==> config.mk <==
export PLATFORM = sky130hd
export DESIGN_NAME = aligned_block_bump_allocator
export DESIGN_NICKNAME = d
export VERILOG_FILES = /design/src/sv/abba_pkg.sv /design/src/sv/abba_rem.sv /design/src/sv/abba_cfg.sv /design/src/sv/aligned_block_bump_allocator.sv
export SDC_FILE = /design/constraint.sdc
export NUM_CORES = 2
export LEC_CHECK = 0
export BUFFER_PORTS_ARGS = -buffer_cell sky130_fd_sc_hd__buf_2
export CAP_MARGIN = 20
export CORE_AREA = 2 2 526 528
export DETAILED_ROUTE_END_ITERATION = 16
export DIE_AREA = 0 0 528 530
export MAX_ROUTING_LAYER = met4
export PLACE_DENSITY_LB_ADDON = 0.1
export SYNTH_ARGS = -nofsm -noshare
export SYNTH_HDL_FRONTEND = slang
export SYNTH_SLANG_ARGS = --single-unit
==> constraint.sdc <==
create_clock -name aclk -period 19.5 [get_ports aclk]
set_input_delay 0 -clock aclk [delete_from_list [all_inputs] [get_ports aclk]]
set_output_delay 0 -clock aclk [all_outputs]
set_load 0.01 [all_outputs]
==> src/sv/abba_pkg.sv <==
// Shared types and constants of the aligned block bump allocator.
// Used by abba_rem, abba_cfg and aligned_block_bump_allocator; depends on nothing.
`default_nettype none

package abba_pkg;

    // Stack depth default and field widths.
    localparam int unsigned MAX_BLOCKS_DEF = 16;
    localparam int unsigned DATA_W         = 32;
    localparam int unsigned ALIGN_W        = 16;
    localparam int unsigned ACT_W          = 3;
    localparam int unsigned STATUS_W       = 2;
    localparam int unsigned IDX_OUT_W      = 4;
    localparam int unsigned TOTAL_W        = 36;

    // Stream payload widths.
    localparam int unsigned S_TDATA_W = 80;
    localparam int unsigned M_TDATA_W = 112;
    localparam int unsigned M_FIELD_W = IDX_OUT_W + 2 * DATA_W + 1 + TOTAL_W;
    localparam int unsigned M_PAD_W   = M_TDATA_W - M_FIELD_W;

    // Register port.
    localparam int unsigned APB_AW    = 3;
    localparam int unsigned APB_DW    = 32;
    localparam int unsigned REG_IDX_W = 1;
    localparam logic [REG_IDX_W-1:0] REG_DEFAULT_SIZE = 1'b0;
    localparam logic [DATA_W-1:0] DEFAULT_BLOCK_SIZE_RST = 32'd32768;

    // Action codes.
    localparam logic [ACT_W-1:0] ACT_MAKE     = 3'd0;
    localparam logic [ACT_W-1:0] ACT_AT_LEAST = 3'd1;
    localparam logic [ACT_W-1:0] ACT_PUT_BACK = 3'd2;
    localparam logic [ACT_W-1:0] ACT_CLOSE    = 3'd3;
    localparam logic [ACT_W-1:0] ACT_RESET    = 3'd4;

    // Status codes.
    localparam logic [STATUS_W-1:0] ST_OK       = 2'd0;
    localparam logic [STATUS_W-1:0] ST_FULL     = 2'd1;
    localparam logic [STATUS_W-1:0] ST_OVERFLOW = 2'd2;
    localparam logic [STATUS_W-1:0] ST_EMPTY    = 2'd3;

    // Remainder unit request and response.
    typedef struct packed {
        logic              start;
        logic [DATA_W-1:0]  dividend;
        logic [ALIGN_W-1:0] divisor;
    } rem_req_t;

    typedef struct packed {
        logic              done;
        logic [ALIGN_W-1:0] remainder;
    } rem_rsp_t;

endpackage

`default_nettype wire

==> src/sv/abba_rem.sv <==
// Bit-serial remainder unit: 32-bit dividend modulo 16-bit divisor, one bit per cycle.
// Depends on abba_pkg for widths and the request and response structs.
`default_nettype none

module abba_rem (
    input  wire logic               aclk,
    input  wire logic               aresetn,
    input  wire abba_pkg::rem_req_t req,
    output abba_pkg::rem_rsp_t      rsp
);

    localparam int unsigned CNT_W = $clog2(abba_pkg::DATA_W);

    logic                          busy_reg, busy_next;
    logic                          done_reg, done_next;
    logic [CNT_W-1:0]              cnt_reg, cnt_next;
    logic [abba_pkg::DATA_W-1:0]   dvd_reg, dvd_next;
    logic [abba_pkg::ALIGN_W-1:0]  dvs_reg, dvs_next;
    logic [abba_pkg::ALIGN_W-1:0]  rem_reg, rem_next;
    logic [abba_pkg::ALIGN_W:0]    trial;

    // Shift the next dividend bit into the partial remainder.
    assign trial = {rem_reg, dvd_reg[abba_pkg::DATA_W-1]};

    always_comb begin
        busy_next = busy_reg;
        done_next = 1'b0;
        cnt_next  = cnt_reg;
        dvd_next  = dvd_reg;
        dvs_next  = dvs_reg;
        rem_next  = rem_reg;
        if (req.start) begin
            busy_next = 1'b1;
            cnt_next  = '0;
            dvd_next  = req.dividend;
            dvs_next  = req.divisor;
            rem_next  = '0;
        end else if (busy_reg) begin
            if (trial >= {1'b0, dvs_reg}) begin
                rem_next = abba_pkg::ALIGN_W'(trial - {1'b0, dvs_reg});
            end else begin
                rem_next = trial[abba_pkg::ALIGN_W-1:0];
            end
            dvd_next = {dvd_reg[abba_pkg::DATA_W-2:0], 1'b0};
            cnt_next = cnt_reg + 1'b1;
            if (cnt_reg == CNT_W'(abba_pkg::DATA_W - 1)) begin
                busy_next = 1'b0;
                done_next = 1'b1;
            end
        end
    end

    always_ff @(posedge aclk) begin
        cnt_reg <= cnt_next;
        dvd_reg <= dvd_next;
        dvs_reg <= dvs_next;
        rem_reg <= rem_next;
        if (!aresetn) begin
            busy_reg <= 1'b0;
            done_reg <= 1'b0;
        end else begin
            busy_reg <= busy_next;
            done_reg <= done_next;
        end
    end

    assign rsp.done      = done_reg;
    assign rsp.remainder = rem_reg;

endmodule

`default_nettype wire

==> src/sv/abba_cfg.sv <==
// Register port of the allocator: holds the default block size register.
// Depends on abba_pkg for widths, the register index and its reset value.
`default_nettype none

module abba_cfg (
    input  wire logic                          aclk,
    input  wire logic                          aresetn,
    input  wire logic                          psel,
    input  wire logic                          penable,
    input  wire logic                          pwrite,
    input  wire logic [abba_pkg::APB_AW-1:0]   paddr,
    input  wire logic [abba_pkg::APB_DW-1:0]   pwdata,
    output logic      [abba_pkg::APB_DW-1:0]   prdata,
    output logic                               pready,
    output logic      [abba_pkg::DATA_W-1:0]   default_size
);

    logic [abba_pkg::REG_IDX_W-1:0] reg_idx;
    logic [abba_pkg::DATA_W-1:0]    dflt_reg, dflt_next;
    logic                           wr_en;

    assign pready  = 1'b1;
    assign reg_idx = paddr[abba_pkg::APB_AW-1:2];
    assign wr_en   = psel & penable & pwrite & pready;

    always_comb begin
        dflt_next = dflt_reg;
        prdata    = '0;
        unique case (reg_idx)
            abba_pkg::REG_DEFAULT_SIZE: begin
                prdata = dflt_reg;
                if (wr_en) begin
                    dflt_next = pwdata;
                end
            end
            default: begin
                prdata = '0;
            end
        endcase
    end

    always_ff @(posedge aclk) begin
        if (!aresetn) begin
            dflt_reg <= abba_pkg::DEFAULT_BLOCK_SIZE_RST;
        end else begin
            dflt_reg <= dflt_next;
        end
    end

    assign default_size = dflt_reg;

endmodule

`default_nettype wire

==> src/sv/aligned_block_bump_allocator.sv <==
// Top level of the aligned block bump allocator: sequencer, stack memories, result register.
// Depends on abba_pkg, abba_rem (remainder unit) and abba_cfg (register port).
`default_nettype none

// The allocator keeps a stack of up to MAX_BLOCKS buffer blocks, each with a size and a count
// of free bytes, and hands out space from the top block by bumping its used count after
// padding it up to the requested alignment. Every input transfer carries one action in
// s_tuser and yields exactly one result transfer, whose status travels in m_tuser. Items are
// handled one at a time: s_tready is high only while the sequencer is idle, and a finished
// result waits in the output register, so the next item may be taken before it is drained.
// The alignment padding and the aligned-down partial grant each need a remainder by an
// arbitrary 16-bit value, which one shared bit-serial unit works out. A make space action
// reads the top entry, waits for the padding remainder and places the request in the open
// top block, or opens a new block after all when it does not fit. A make space at least
// checks its request in the same way and grants its fallback size when that fits in what is
// left; when it falls short, a second remainder aligns the grant down. An action that opens
// a new block at once needs no remainder. A put back pops blocks one after another and
// shrinks at most one block. Close, reset and unused action codes go straight to the result.
// Every action also waits while the previous result still sits in the output register. The
// stack memories need no clearing after reset: only entries below the block count are ever
// read. default_block_size sits at byte address 0 of the register port and should be written
// only while the block is idle.

module aligned_block_bump_allocator #(
    parameter int unsigned MAX_BLOCKS = abba_pkg::MAX_BLOCKS_DEF
) (
    input  wire logic                               aclk,
    input  wire logic                               aresetn,
    // Input channel.
    input  wire logic                               s_tvalid,
    output logic                                    s_tready,
    // s_tdata: request_bytes [31:0], fallback_bytes [63:32], alignment [79:64]
    input  wire logic [abba_pkg::S_TDATA_W-1:0]     s_tdata,
    // s_tuser: action [2:0]
    input  wire logic [abba_pkg::ACT_W-1:0]         s_tuser,
    // Result channel.
    output logic                                    m_tvalid,
    input  wire logic                               m_tready,
    // m_tdata: block_index [3:0], offset [35:4], granted_bytes [67:36], new_block [68],
    //          bytes_in_use [104:69], zero fill [111:105]
    output logic      [abba_pkg::M_TDATA_W-1:0]     m_tdata,
    // m_tuser: status [1:0]
    output logic      [abba_pkg::STATUS_W-1:0]      m_tuser,
    // Register port.
    input  wire logic                               psel,
    input  wire logic                               penable,
    input  wire logic                               pwrite,
    input  wire logic [abba_pkg::APB_AW-1:0]        paddr,
    input  wire logic [abba_pkg::APB_DW-1:0]        pwdata,
    output logic      [abba_pkg::APB_DW-1:0]        prdata,
    output logic                                    pready
);

    localparam int unsigned CNTW = $clog2(MAX_BLOCKS + 1);
    localparam int unsigned IDXW = (MAX_BLOCKS > 1) ? $clog2(MAX_BLOCKS) : 1;
    localparam int unsigned DW   = abba_pkg::DATA_W;
    localparam int unsigned AW   = abba_pkg::ALIGN_W;
    localparam int unsigned TW   = abba_pkg::TOTAL_W;

    typedef enum logic [3:0] {
        S_IDLE,
        S_USED,
        S_PAD,
        S_FIT,
        S_TAKE,
        S_GRANT,
        S_PUSH,
        S_PB_CHECK,
        S_PB_STEP,
        S_OUT
    } state_t;

    state_t state_reg, state_next;

    // Latched input item. For put back, req_reg counts down the bytes still to return.
    logic [abba_pkg::ACT_W-1:0] act_reg, act_next;
    logic [DW-1:0]              req_reg, req_next;
    logic [DW-1:0]              fb_reg, fb_next;
    logic [AW-1:0]              align_reg, align_next;

    // Working values of the top block.
    logic [DW-1:0] fr_reg, fr_next;
    logic [DW-1:0] used_reg, used_next;
    logic [AW-1:0] pad_reg, pad_next;

    // Allocator state.
    logic [CNTW-1:0] count_reg, count_next;
    logic            open_reg, open_next;
    logic [TW-1:0]   total_reg, total_next;

    // Result fields collected while the item is worked on.
    logic [abba_pkg::STATUS_W-1:0]  res_status_reg, res_status_next;
    logic [abba_pkg::IDX_OUT_W-1:0] res_idx_reg, res_idx_next;
    logic [DW-1:0]                  res_off_reg, res_off_next;
    logic [DW-1:0]                  res_granted_reg, res_granted_next;
    logic                           res_fresh_reg, res_fresh_next;

    // Output register.
    logic                           m_tvalid_reg, m_tvalid_next;
    logic [abba_pkg::M_TDATA_W-1:0] m_tdata_reg, m_tdata_next;
    logic [abba_pkg::STATUS_W-1:0]  m_tuser_reg, m_tuser_next;

    // Block stack memories and their registered read port.
    logic [DW-1:0]   size_mem [MAX_BLOCKS];
    logic [DW-1:0]   free_mem [MAX_BLOCKS];
    logic [DW-1:0]   rd_size_reg;
    logic [DW-1:0]   rd_free_reg;
    logic            mem_we;
    logic            mem_size_we;
    logic [IDXW-1:0] mem_addr;
    logic [DW-1:0]   mem_size_wdata;
    logic [DW-1:0]   mem_free_wdata;

    // Derived values.
    logic [CNTW-1:0] top_cnt;
    logic [IDXW-1:0] top_idx;
    logic [IDXW-1:0] push_idx;
    logic [DW-1:0]   used_calc;
    logic [DW:0]     need_sum;
    logic [DW-1:0]   off_sum;
    logic [DW-1:0]   want;
    logic [DW-1:0]   new_size;
    logic [DW-1:0]   part_size;
    logic [AW-1:0]   in_align;
    logic [DW-1:0]   default_size;

    abba_pkg::rem_req_t rem_req;
    abba_pkg::rem_rsp_t rem_rsp;

    abba_cfg u_cfg (
        .aclk         (aclk),
        .aresetn      (aresetn),
        .psel         (psel),
        .penable      (penable),
        .pwrite       (pwrite),
        .paddr        (paddr),
        .pwdata       (pwdata),
        .prdata       (prdata),
        .pready       (pready),
        .default_size (default_size)
    );

    abba_rem u_rem (
        .aclk    (aclk),
        .aresetn (aresetn),
        .req     (rem_req),
        .rsp     (rem_rsp)
    );

    assign top_cnt   = count_reg - CNTW'(1);
    assign top_idx   = top_cnt[IDXW-1:0];
    assign push_idx  = count_reg[IDXW-1:0];
    assign used_calc = rd_size_reg - rd_free_reg;
    assign need_sum  = {1'b0, req_reg} + (DW + 1)'(pad_reg);
    assign off_sum   = used_reg + DW'(pad_reg);
    assign want      = (act_reg == abba_pkg::ACT_MAKE) ? req_reg : fb_reg;
    assign new_size  = (want > default_size) ? want : default_size;
    assign part_size = fr_reg - DW'(rem_rsp.remainder);
    // A zero alignment behaves as alignment one.
    assign in_align  = (s_tdata[79:64] == '0) ? AW'(1) : s_tdata[79:64];

    always_comb begin
        state_next       = state_reg;
        act_next         = act_reg;
        req_next         = req_reg;
        fb_next          = fb_reg;
        align_next       = align_reg;
        fr_next          = fr_reg;
        used_next        = used_reg;
        pad_next         = pad_reg;
        count_next       = count_reg;
        open_next        = open_reg;
        total_next       = total_reg;
        res_status_next  = res_status_reg;
        res_idx_next     = res_idx_reg;
        res_off_next     = res_off_reg;
        res_granted_next = res_granted_reg;
        res_fresh_next   = res_fresh_reg;
        m_tvalid_next    = m_tvalid_reg & ~m_tready;
        m_tdata_next     = m_tdata_reg;
        m_tuser_next     = m_tuser_reg;

        mem_we         = 1'b0;
        mem_size_we    = 1'b0;
        mem_addr       = top_idx;
        mem_size_wdata = new_size;
        mem_free_wdata = '0;

        rem_req.start    = 1'b0;
        rem_req.dividend = used_calc;
        rem_req.divisor  = align_reg;

        unique case (state_reg)
            S_IDLE: begin
                if (s_tvalid) begin
                    act_next         = s_tuser;
                    req_next         = s_tdata[31:0];
                    fb_next          = s_tdata[63:32];
                    align_next       = in_align;
                    res_status_next  = abba_pkg::ST_OK;
                    res_idx_next     = '0;
                    res_off_next     = '0;
                    res_granted_next = '0;
                    res_fresh_next   = 1'b0;
                    unique case (s_tuser) inside
                        abba_pkg::ACT_MAKE, abba_pkg::ACT_AT_LEAST: begin
                            // The read port already holds the top entry: no write
                            // has happened since the previous item finished.
                            if (open_reg && count_reg != '0) begin
                                state_next = S_USED;
                            end else begin
                                state_next = S_PUSH;
                            end
                        end
                        abba_pkg::ACT_PUT_BACK: begin
                            state_next = S_PB_CHECK;
                        end
                        abba_pkg::ACT_CLOSE: begin
                            open_next  = 1'b0;
                            state_next = S_OUT;
                        end
                        abba_pkg::ACT_RESET: begin
                            count_next = '0;
                            open_next  = 1'b0;
                            total_next = '0;
                            state_next = S_OUT;
                        end
                        default: begin
                            state_next = S_OUT;
                        end
                    endcase
                end
            end
            S_USED: begin
                used_next        = used_calc;
                fr_next          = rd_free_reg;
                rem_req.start    = 1'b1;
                rem_req.dividend = used_calc;
                state_next       = S_PAD;
            end
            S_PAD: begin
                if (rem_rsp.done) begin
                    if (rem_rsp.remainder == '0) begin
                        pad_next = '0;
                    end else begin
                        pad_next = align_reg - rem_rsp.remainder;
                    end
                    state_next = S_FIT;
                end
            end
            S_FIT: begin
                if (act_reg == abba_pkg::ACT_MAKE) begin
                    if (need_sum[DW]) begin
                        // Padding plus request does not fit in 32 bits at all.
                        res_status_next = abba_pkg::ST_OVERFLOW;
                        state_next      = S_OUT;
                    end else if (need_sum[DW-1:0] <= fr_reg) begin
                        mem_we           = 1'b1;
                        mem_free_wdata   = fr_reg - need_sum[DW-1:0];
                        total_next       = total_reg + TW'(need_sum[DW-1:0]);
                        res_idx_next     = abba_pkg::IDX_OUT_W'(top_idx);
                        res_off_next     = off_sum;
                        res_granted_next = req_reg;
                        state_next       = S_OUT;
                    end else begin
                        state_next = S_PUSH;
                    end
                end else begin
                    if (need_sum <= {1'b0, fr_reg}) begin
                        fr_next      = fr_reg - DW'(pad_reg);
                        total_next   = total_reg + TW'(pad_reg);
                        res_idx_next = abba_pkg::IDX_OUT_W'(top_idx);
                        res_off_next = off_sum;
                        state_next   = S_TAKE;
                    end else begin
                        state_next = S_PUSH;
                    end
                end
            end
            S_TAKE: begin
                // fr_reg now holds the free bytes left after padding.
                if (fr_reg >= fb_reg) begin
                    mem_we           = 1'b1;
                    mem_free_wdata   = fr_reg - fb_reg;
                    total_next       = total_reg + TW'(fb_reg);
                    res_granted_next = fb_reg;
                    state_next       = S_OUT;
                end else begin
                    rem_req.start    = 1'b1;
                    rem_req.dividend = fr_reg;
                    state_next       = S_GRANT;
                end
            end
            S_GRANT: begin
                // Grant everything left, aligned down; the remainder stays free.
                if (rem_rsp.done) begin
                    mem_we           = 1'b1;
                    mem_free_wdata   = DW'(rem_rsp.remainder);
                    total_next       = total_reg + TW'(part_size);
                    res_granted_next = part_size;
                    state_next       = S_OUT;
                end
            end
            S_PUSH: begin
                if (count_reg >= CNTW'(MAX_BLOCKS)) begin
                    res_status_next = abba_pkg::ST_FULL;
                end else begin
                    mem_we           = 1'b1;
                    mem_size_we      = 1'b1;
                    mem_addr         = push_idx;
                    mem_size_wdata   = new_size;
                    mem_free_wdata   = new_size - want;
                    count_next       = count_reg + CNTW'(1);
                    open_next        = 1'b1;
                    total_next       = total_reg + TW'(want);
                    res_idx_next     = abba_pkg::IDX_OUT_W'(push_idx);
                    res_off_next     = '0;
                    res_granted_next = want;
                    res_fresh_next   = 1'b1;
                end
                state_next = S_OUT;
            end
            S_PB_CHECK: begin
                // The read port samples the new top entry during this cycle.
                if (req_reg == '0) begin
                    state_next = S_OUT;
                end else if (count_reg == '0) begin
                    res_status_next = abba_pkg::ST_EMPTY;
                    state_next      = S_OUT;
                end else begin
                    state_next = S_PB_STEP;
                end
            end
            S_PB_STEP: begin
                if (req_reg >= used_calc) begin
                    // The whole top block is returned: pop it and close the new top.
                    req_next   = req_reg - used_calc;
                    total_next = total_reg - TW'(used_calc);
                    count_next = top_cnt;
                    open_next  = 1'b0;
                    state_next = S_PB_CHECK;
                end else begin
                    mem_we         = 1'b1;
                    mem_free_wdata = rd_free_reg + req_reg;
                    total_next     = total_reg - TW'(req_reg);
                    req_next       = '0;
                    state_next     = S_OUT;
                end
            end
            S_OUT: begin
                if (!m_tvalid_reg || m_tready) begin
                    m_tvalid_next = 1'b1;
                    m_tuser_next  = res_status_reg;
                    m_tdata_next  = {abba_pkg::M_PAD_W'(0), total_reg, res_fresh_reg,
                                     res_granted_reg, res_off_reg, res_idx_reg};
                    state_next    = S_IDLE;
                end
            end
            default: begin
                state_next = S_IDLE;
            end
        endcase
    end

    always_ff @(posedge aclk) begin
        act_reg         <= act_next;
        req_reg         <= req_next;
        fb_reg          <= fb_next;
        align_reg       <= align_next;
        fr_reg          <= fr_next;
        used_reg        <= used_next;
        pad_reg         <= pad_next;
        res_status_reg  <= res_status_next;
        res_idx_reg     <= res_idx_next;
        res_off_reg     <= res_off_next;
        res_granted_reg <= res_granted_next;
        res_fresh_reg   <= res_fresh_next;
        m_tdata_reg     <= m_tdata_next;
        m_tuser_reg     <= m_tuser_next;
        if (!aresetn) begin
            state_reg    <= S_IDLE;
            count_reg    <= '0;
            open_reg     <= 1'b0;
            total_reg    <= '0;
            m_tvalid_reg <= 1'b0;
        end else begin
            state_reg    <= state_next;
            count_reg    <= count_next;
            open_reg     <= open_next;
            total_reg    <= total_next;
            m_tvalid_reg <= m_tvalid_next;
        end
    end

    // Stack memories: one write port, one registered read port at the top entry.
    always_ff @(posedge aclk) begin
        if (mem_we) begin
            free_mem[mem_addr] <= mem_free_wdata;
        end
        if (mem_size_we) begin
            size_mem[mem_addr] <= mem_size_wdata;
        end
        rd_size_reg <= size_mem[top_idx];
        rd_free_reg <= free_mem[top_idx];
    end

    assign s_tready = (state_reg == S_IDLE);
    assign m_tvalid = m_tvalid_reg;
    assign m_tdata  = m_tdata_reg;
    assign m_tuser  = m_tuser_reg;

endmodule

`default_nettype wire

Word-level counts from Yosys, hierarchy flattened
Memories as Yosys holds them, arrays and structs flattened. A register that Yosys moved wholly into a read port is not among the register bits.
Index checks and enable logic that the tools add are counted.
{"block": "word_totals", "ff_bits": 491, "ram_bits": 1024, "word_cells": 245, "n_memories": 2}
{"block": "op_classes", "n_addsub": 22, "n_lt_le_gt_ge": 7, "n_eq_ne": 35, "mux": 109, "n_bitwise": 7, "reduce_logical": 37}
{"name": "free_mem", "depth": 16, "width": 32, "read_ports": 1, "rd_clocked_by_memory_dff": 1, "write_ports": 1, "line_no": "aligned_block_bump_allocator.sv:105", "source": "logic [DW-1:0] free_mem [MAX_BLOCKS];"}
{"name": "size_mem", "depth": 16, "width": 32, "read_ports": 1, "rd_clocked_by_memory_dff": 1, "write_ports": 1, "line_no": "aligned_block_bump_allocator.sv:104", "source": "logic [DW-1:0] size_mem [MAX_BLOCKS];"}
{"operator": "$mux 32", "n": 27}
{"operator": "$mux 36", "n": 10}
{"operator": "$pmux 32 s5", "n": 2}
{"operator": "$pmux 36 s6", "n": 1}
{"operator": "$sub 32x32->32", "n": 5}
{"operator": "$add 36x32->36", "n": 4}
{"operator": "$pmux 32 s2", "n": 2}
{"operator": "$pmux 32 s3", "n": 1}
{"operator": "$sub 36x32->36", "n": 2}
{"operator": "$mux 4", "n": 17}
{"operator": "$pmux 33 s2", "n": 1}
{"operator": "$ge 32x32->1", "n": 2}
{"operator": "$sub 32x16->32", "n": 2}
{"operator": "$pmux 4 s10", "n": 1}
{"operator": "$add 36x16->36", "n": 1}
{"operator": "$add 32x16->33", "n": 1}
{"operator": "$le 33x32->1", "n": 1}
{"operator": "$mux 33", "n": 1}
{"operator": "$add 32x16->32", "n": 1}
{"operator": "$add 32x32->32", "n": 1}
{"operator": "$gt 32x32->1", "n": 1}
{"operator": "$le 32x32->1", "n": 1}
{"operator": "$logic_not 16->1", "n": 2}
{"operator": "$logic_not 32->1", "n": 1}
{"operator": "51 further kinds", "n": 129}

Longest topological paths before layout
{"block": "logic_depth", "word_depth": 8, "ltp_mapped": 39}

By module
A second synthesis with hierarchy kept.
{"block": "unflattened", "hier_cells": 6564, "hier_area_um2": 82843.2}
{"module": "aligned_block_bump_allocator", "n_inst": 1, "cells_each": 6061, "area_each_um2": 77506.8, "seq_area_each_um2": 43211.4}
{"module": "abba_rem", "n_inst": 1, "cells_each": 326, "area_each_um2": 3793.6, "seq_area_each_um2": 1901.8}
{"module": "abba_cfg", "n_inst": 1, "cells_each": 177, "area_each_um2": 1542.7, "seq_area_each_um2": 640.6}

Worst setup path before layout
No wires, ideal clock.
{"block": "synth_timing", "path_type": "register to register", "startpoint": "register state_reg[0]", "endpoint": "register m_tdata_reg, in the netlist m_tdata[0], enable pin", "arrival_time_ns": 8.229, "slack_ns": 10.566, "path_stages_with_launch": 5, "path_buffers": 2, "period_less_slack_ns": 8.934, "cell_sequence": "dfxtp_1 clkbuf_1 clkbuf_1 nand2b_1 nor3_1"}
{"block": "synth_between", "elab_chain_len": 2}
{"element": "start, declared", "line_no": "aligned_block_bump_allocator.sv:73", "source": "state_t state_reg, state_next;"}
{"element": "start signal, assigned", "line_no": "aligned_block_bump_allocator.sv:387", "source": "state_reg <= state_next;"}
{"element": "$eq 4x4->1", "line_no": "aligned_block_bump_allocator.sv:193", "source": "unique case (state_reg)"}
{"element": "$reduce_and 2->1 (no line)"}
{"element": "end signal, assigned", "line_no": "aligned_block_bump_allocator.sv:378", "source": "m_tdata_reg <= m_tdata_next;"}
{"element": "end, declared", "line_no": "aligned_block_bump_allocator.sv:100", "source": "logic [abba_pkg::M_TDATA_W-1:0] m_tdata_reg, m_tdata_next;"}
No other way between the ends.
A chain may end at the register's enable or synchronous reset.

Worst setup path in the final report
{"block": "layout_timing", "startpoint": "register rd_free_reg[0], read port of free_mem", "endpoint": "register total_reg[34]"}
{"block": "layout_between", "elab_chain_len": 4, "elab_cells_between_ends": 5, "cone_classes": "add/sub: 2; order compare: 1; mux: 2"}
{"element": "start, declared", "line_no": "aligned_block_bump_allocator.sv:107", "source": "logic [DW-1:0] rd_free_reg;"}
{"element": "$sub 32x32->32 (*)", "line_no": "aligned_block_bump_allocator.sv:153", "source": "assign used_calc = rd_size_reg - rd_free_reg;"}
{"element": "named net used_calc[22]", "line_no": "aligned_block_bump_allocator.sv:118", "source": "logic [DW-1:0] used_calc;"}
{"element": "$sub 36x32->36 or $ge 32x32->1 (tied branches)", "line_no": "aligned_block_bump_allocator.sv:338, aligned_block_bump_allocator.sv:335"}
{"element": "$mux 36 (*)", "line_no": "aligned_block_bump_allocator.sv:335", "source": "if (req_reg >= used_calc) begin"}
{"element": "$pmux 36 s6 (*)", "line_no": "aligned_block_bump_allocator.sv:193"}
{"element": "end signal, assigned", "line_no": "aligned_block_bump_allocator.sv:390", "source": "total_reg <= total_next;"}
{"element": "end, declared", "line_no": "aligned_block_bump_allocator.sv:89", "source": "logic [TW-1:0] total_reg, total_next;"}
The timed path passes the listed nets; every way through them passes the cells marked *.

==> run metrics <==
ys async rst share 0%; initial antenna violation count 23; worst-path fanout max just under 50; Tightest Pin Transition approximately 1.2 ns; WHS Endpoint req_reg[13]$_DFFE_PP_; EDFF count, synth about 1400; CTS Buffer Depth 4; I/O pin count 274; Avg Inst Size Synth 12.63 um^2; drt via density between 5 and 6; WS Path Type register to register; reg2reg start rd_free_reg[0]$_DFF_P_; Finished Core Util about 35%; fin crit period ~11 ns; Min Hold Slack about 0.055 ns; status finished clean; final hold violations 0; skew final 0.09462 ns; vias in the first global route about 58000; Pins Over Slew Limit 0; part of the cycle the worst path needs between 50 and 60%; gp weighted congestion about 0.95; HPWL after detailed placement 238000 um; final net count approximately 7600; grt total ovfl 0; Netlist Area Pre-Place slightly above 80000 um^2; pin count of the biggest net entering global routing 104; Max stage delay on crit path approximately 0.75 ns; setup_tns 0 ns; post-synthesis sequential area ratio 55.92%; Tot GR Track Use a little under a quarter; reg2reg path depth 36; Area Overhead vs Synth 19.02%; Num CTS Buffers 190; starting density of the core 29.77%; Hold Path Class primary input to register; Clock Root Buffer clkbuf_16; f_max 94.27 MHz; main flop type after synthesis edfxtp_1; CTS sink cnt about 1600; final setup violating endpoints 0; Crit path required time around 20 ns; TritonRoute pass-1 iters 6; final wirelength between 300000 and 400000 um; share of layout cells above drive strength 1 approximately 17%; DRC Markers 0; CP Launch Point rd_free_reg[0]$_DFF_P_; die span in x 528 um; WP buf/inv 3; WHS Path Cells 4; Max Cap Viol 0; CTS tree done; Iter 0 DRT Violations 5481; Crit-path slowest cell xor2_1; FF-to-FF setup slack ~8.9 ns; CTS H-Tree Depth 4; Top delay family on crit path compound AO/OA/AOI/OAI gates; I/O Buffers between 200 and 300; clk_lat worst skew slightly below 0.9 ns; Die Height between 500 and 600 um; core footprint between 200000 and 300000 um^2; full die area roughly 280000 um^2; R2R Path End total_reg[34]$_SDFFE_PN0P_; Synth Instances between 6000 and 7000; CP Depth 36; startpoint types register; Worst setup EP type register; post-CTS setup buffer count 0; via count 58150; Ys Warns 0; Std-Cell Rows about 190; unrepaired setup endpoints after global routing no; Arr. time, crit path between 10 and 15 ns; first-pass GRT wire length around 460000 um; Seq cells post-synth approximately 1600; # hold bufs at CTS 236; Synth cell types approximately 110; Post-CTS Resized 0; Routed Antenna Nets 0; Crit path top cell by count a21oi_1; Slew headroom between 15 and 20%; Routed WL per cell between 30 and 40 um; Clk pin slew, worst setup/hold paths around 0.06 ns; critical hold path startpoint s_tdata[13]
==> cell families (layout without fill, tap and decap cells) <==
logic type / after synthesis / in the layout / synth area share [%]
compound gates: 1526 / 1526 / 12.23
xor+xnor: 355 / 355 / 3.800
fa+ha+maj: 403 / 403 / 6.276
buf+inv: 692 / 1475 / 3.249
flops: 1579 / 1579 / 55.92
mux: 379 / 379 / 9.536
other cells: 2 / 21 / 0.009178
simple gates: 1543 / 1543 / 8.976
==> stage by stage <==
step / cells / area (um^2) / setup WS, ns
2_1_floorplan: 6485 / 81840 / 10.57
3_3_place_gp: 10290 / 88720 / 8.822
3_5_place_dp: 10290 / 88780 / 8.858
4_1_cts: 10870 / 97280 / 8.864
5_1_grt: 10880 / 97360 / 8.315
6_report: 10890 / 97380 / 8.892
==> synthesized netlist by cell type (30+ instances only) <==
| cell | instances | area (um^2) |
|---|---|---|
| xor2_1 | 134 | 1174 |
| a31oi_1 | 35 | 219.0 |
| a221o_1 | 31 | 310.3 |
| o21a_1 | 48 | 360.4 |
| mux4_2 | 320 | 7207 |
| buf_1 | 37 | 138.9 |
| nand2_1 | 452 | 1697 |
| ha_1 | 388 | 4855 |
| o21ai_0 | 325 | 1627 |
| nand4_1 | 63 | 394.1 |
| inv_1 | 388 | 1456 |
| a21oi_1 | 408 | 2042 |
| or3_1 | 31 | 193.9 |
| clkbuf_1 | 235 | 882.1 |
| a21o_1 | 127 | 953.4 |
| edfxtp_1 | 1413 | 42430 |
| o211ai_1 | 61 | 457.9 |
| o21bai_1 | 43 | 322.8 |
| o22ai_1 | 32 | 200.2 |
| nor4_1 | 30 | 187.7 |
| mux2i_1 | 55 | 550.5 |
| nor3_1 | 105 | 525.5 |
| and3_1 | 45 | 281.5 |
| nand3_1 | 112 | 560.5 |
| a22oi_1 | 69 | 518.0 |
| nand2b_1 | 54 | 337.8 |
| o31ai_1 | 37 | 277.8 |
| a211oi_1 | 63 | 473.0 |
| dfxtp_1 | 166 | 3323 |
| xnor2_1 | 221 | 1936 |
| nor2b_1 | 87 | 544.3 |
| nor2_1 | 446 | 1674 |
==> placed cells by master (no fill, tap or decap), types with 62 or more instances in the layout <==
cell type / instances
edfxtp_1: 1413
nand2_1: 451
nor2_1: 408
a21oi_1: 404
inv_1: 387
ha_1: 387
mux4_2: 320
o21ai_0: 306
buf_2: 263
dlygate4sd3_1: 236
buf_4: 236
xnor2_1: 220
clkbuf_16: 191
dfxtp_1: 165
xor2_1: 133
a21o_1: 127
nand3_1: 111
nor3_1: 100
nor2b_1: 87
a22oi_1: 69
nand4_1: 63
a211oi_1: 62
==> final cells by class <==
class / count / area, um^2
fill: 26800 / 177400
tap: 3607 / 4513
multi-input combinational: 4214 / 33900
sequential: 1579 / 45760
clock buffer: 227 / 4965
clock inverter: 114 / 1175
timing repair buffer: 743 / 5579
inverter: 391 / 1468
antenna: 13 / 32.53
==> worst max-delay path by stage <==
| stage | end | slack [ns] |
|---|---|---|
| floorplan | m_tdata[0]$_DFFE_PP_ | 10.57 |
| global placement | total_reg[34]$_SDFFE_PN0P_ | 8.82 |
| detailed placement | total_reg[34]$_SDFFE_PN0P_ | 8.86 |
| CTS | total_reg[34]$_SDFFE_PN0P_ | 8.86 |
| global route | total_reg[34]$_SDFFE_PN0P_ | 8.32 |
| finish | total_reg[34]$_SDFFE_PN0P_ | 8.89 |
==> worst register-to-register path, delay by kind of cell, from the launching register on <==
| kind | cells | cell delay, ns |
|---|---|---|
| AOI/OAI and AO/OA | 22 | 6.06 |
| adders and majority gates | 4 | 1.50 |
| DFF | 1 | 0.42 |
| xor gates and xnor gates | 2 | 0.90 |
| and+or+nand+nor | 5 | 0.70 |
| buffers and inverters | 3 | 0.93 |
==> routing by layer <==
metal	track usage, %	vias up	wire length (um)
met5	-	-	0
met4	7.773	0	11630
met3	2.366	412	13900
met2	40.18	1561	164300
met1	29.95	30090	141400
li1	-	26080	-
Power is left out: the tool's default activity adds up to more than one toggle a clock period on the data nets, which glitch-free logic cannot reach.
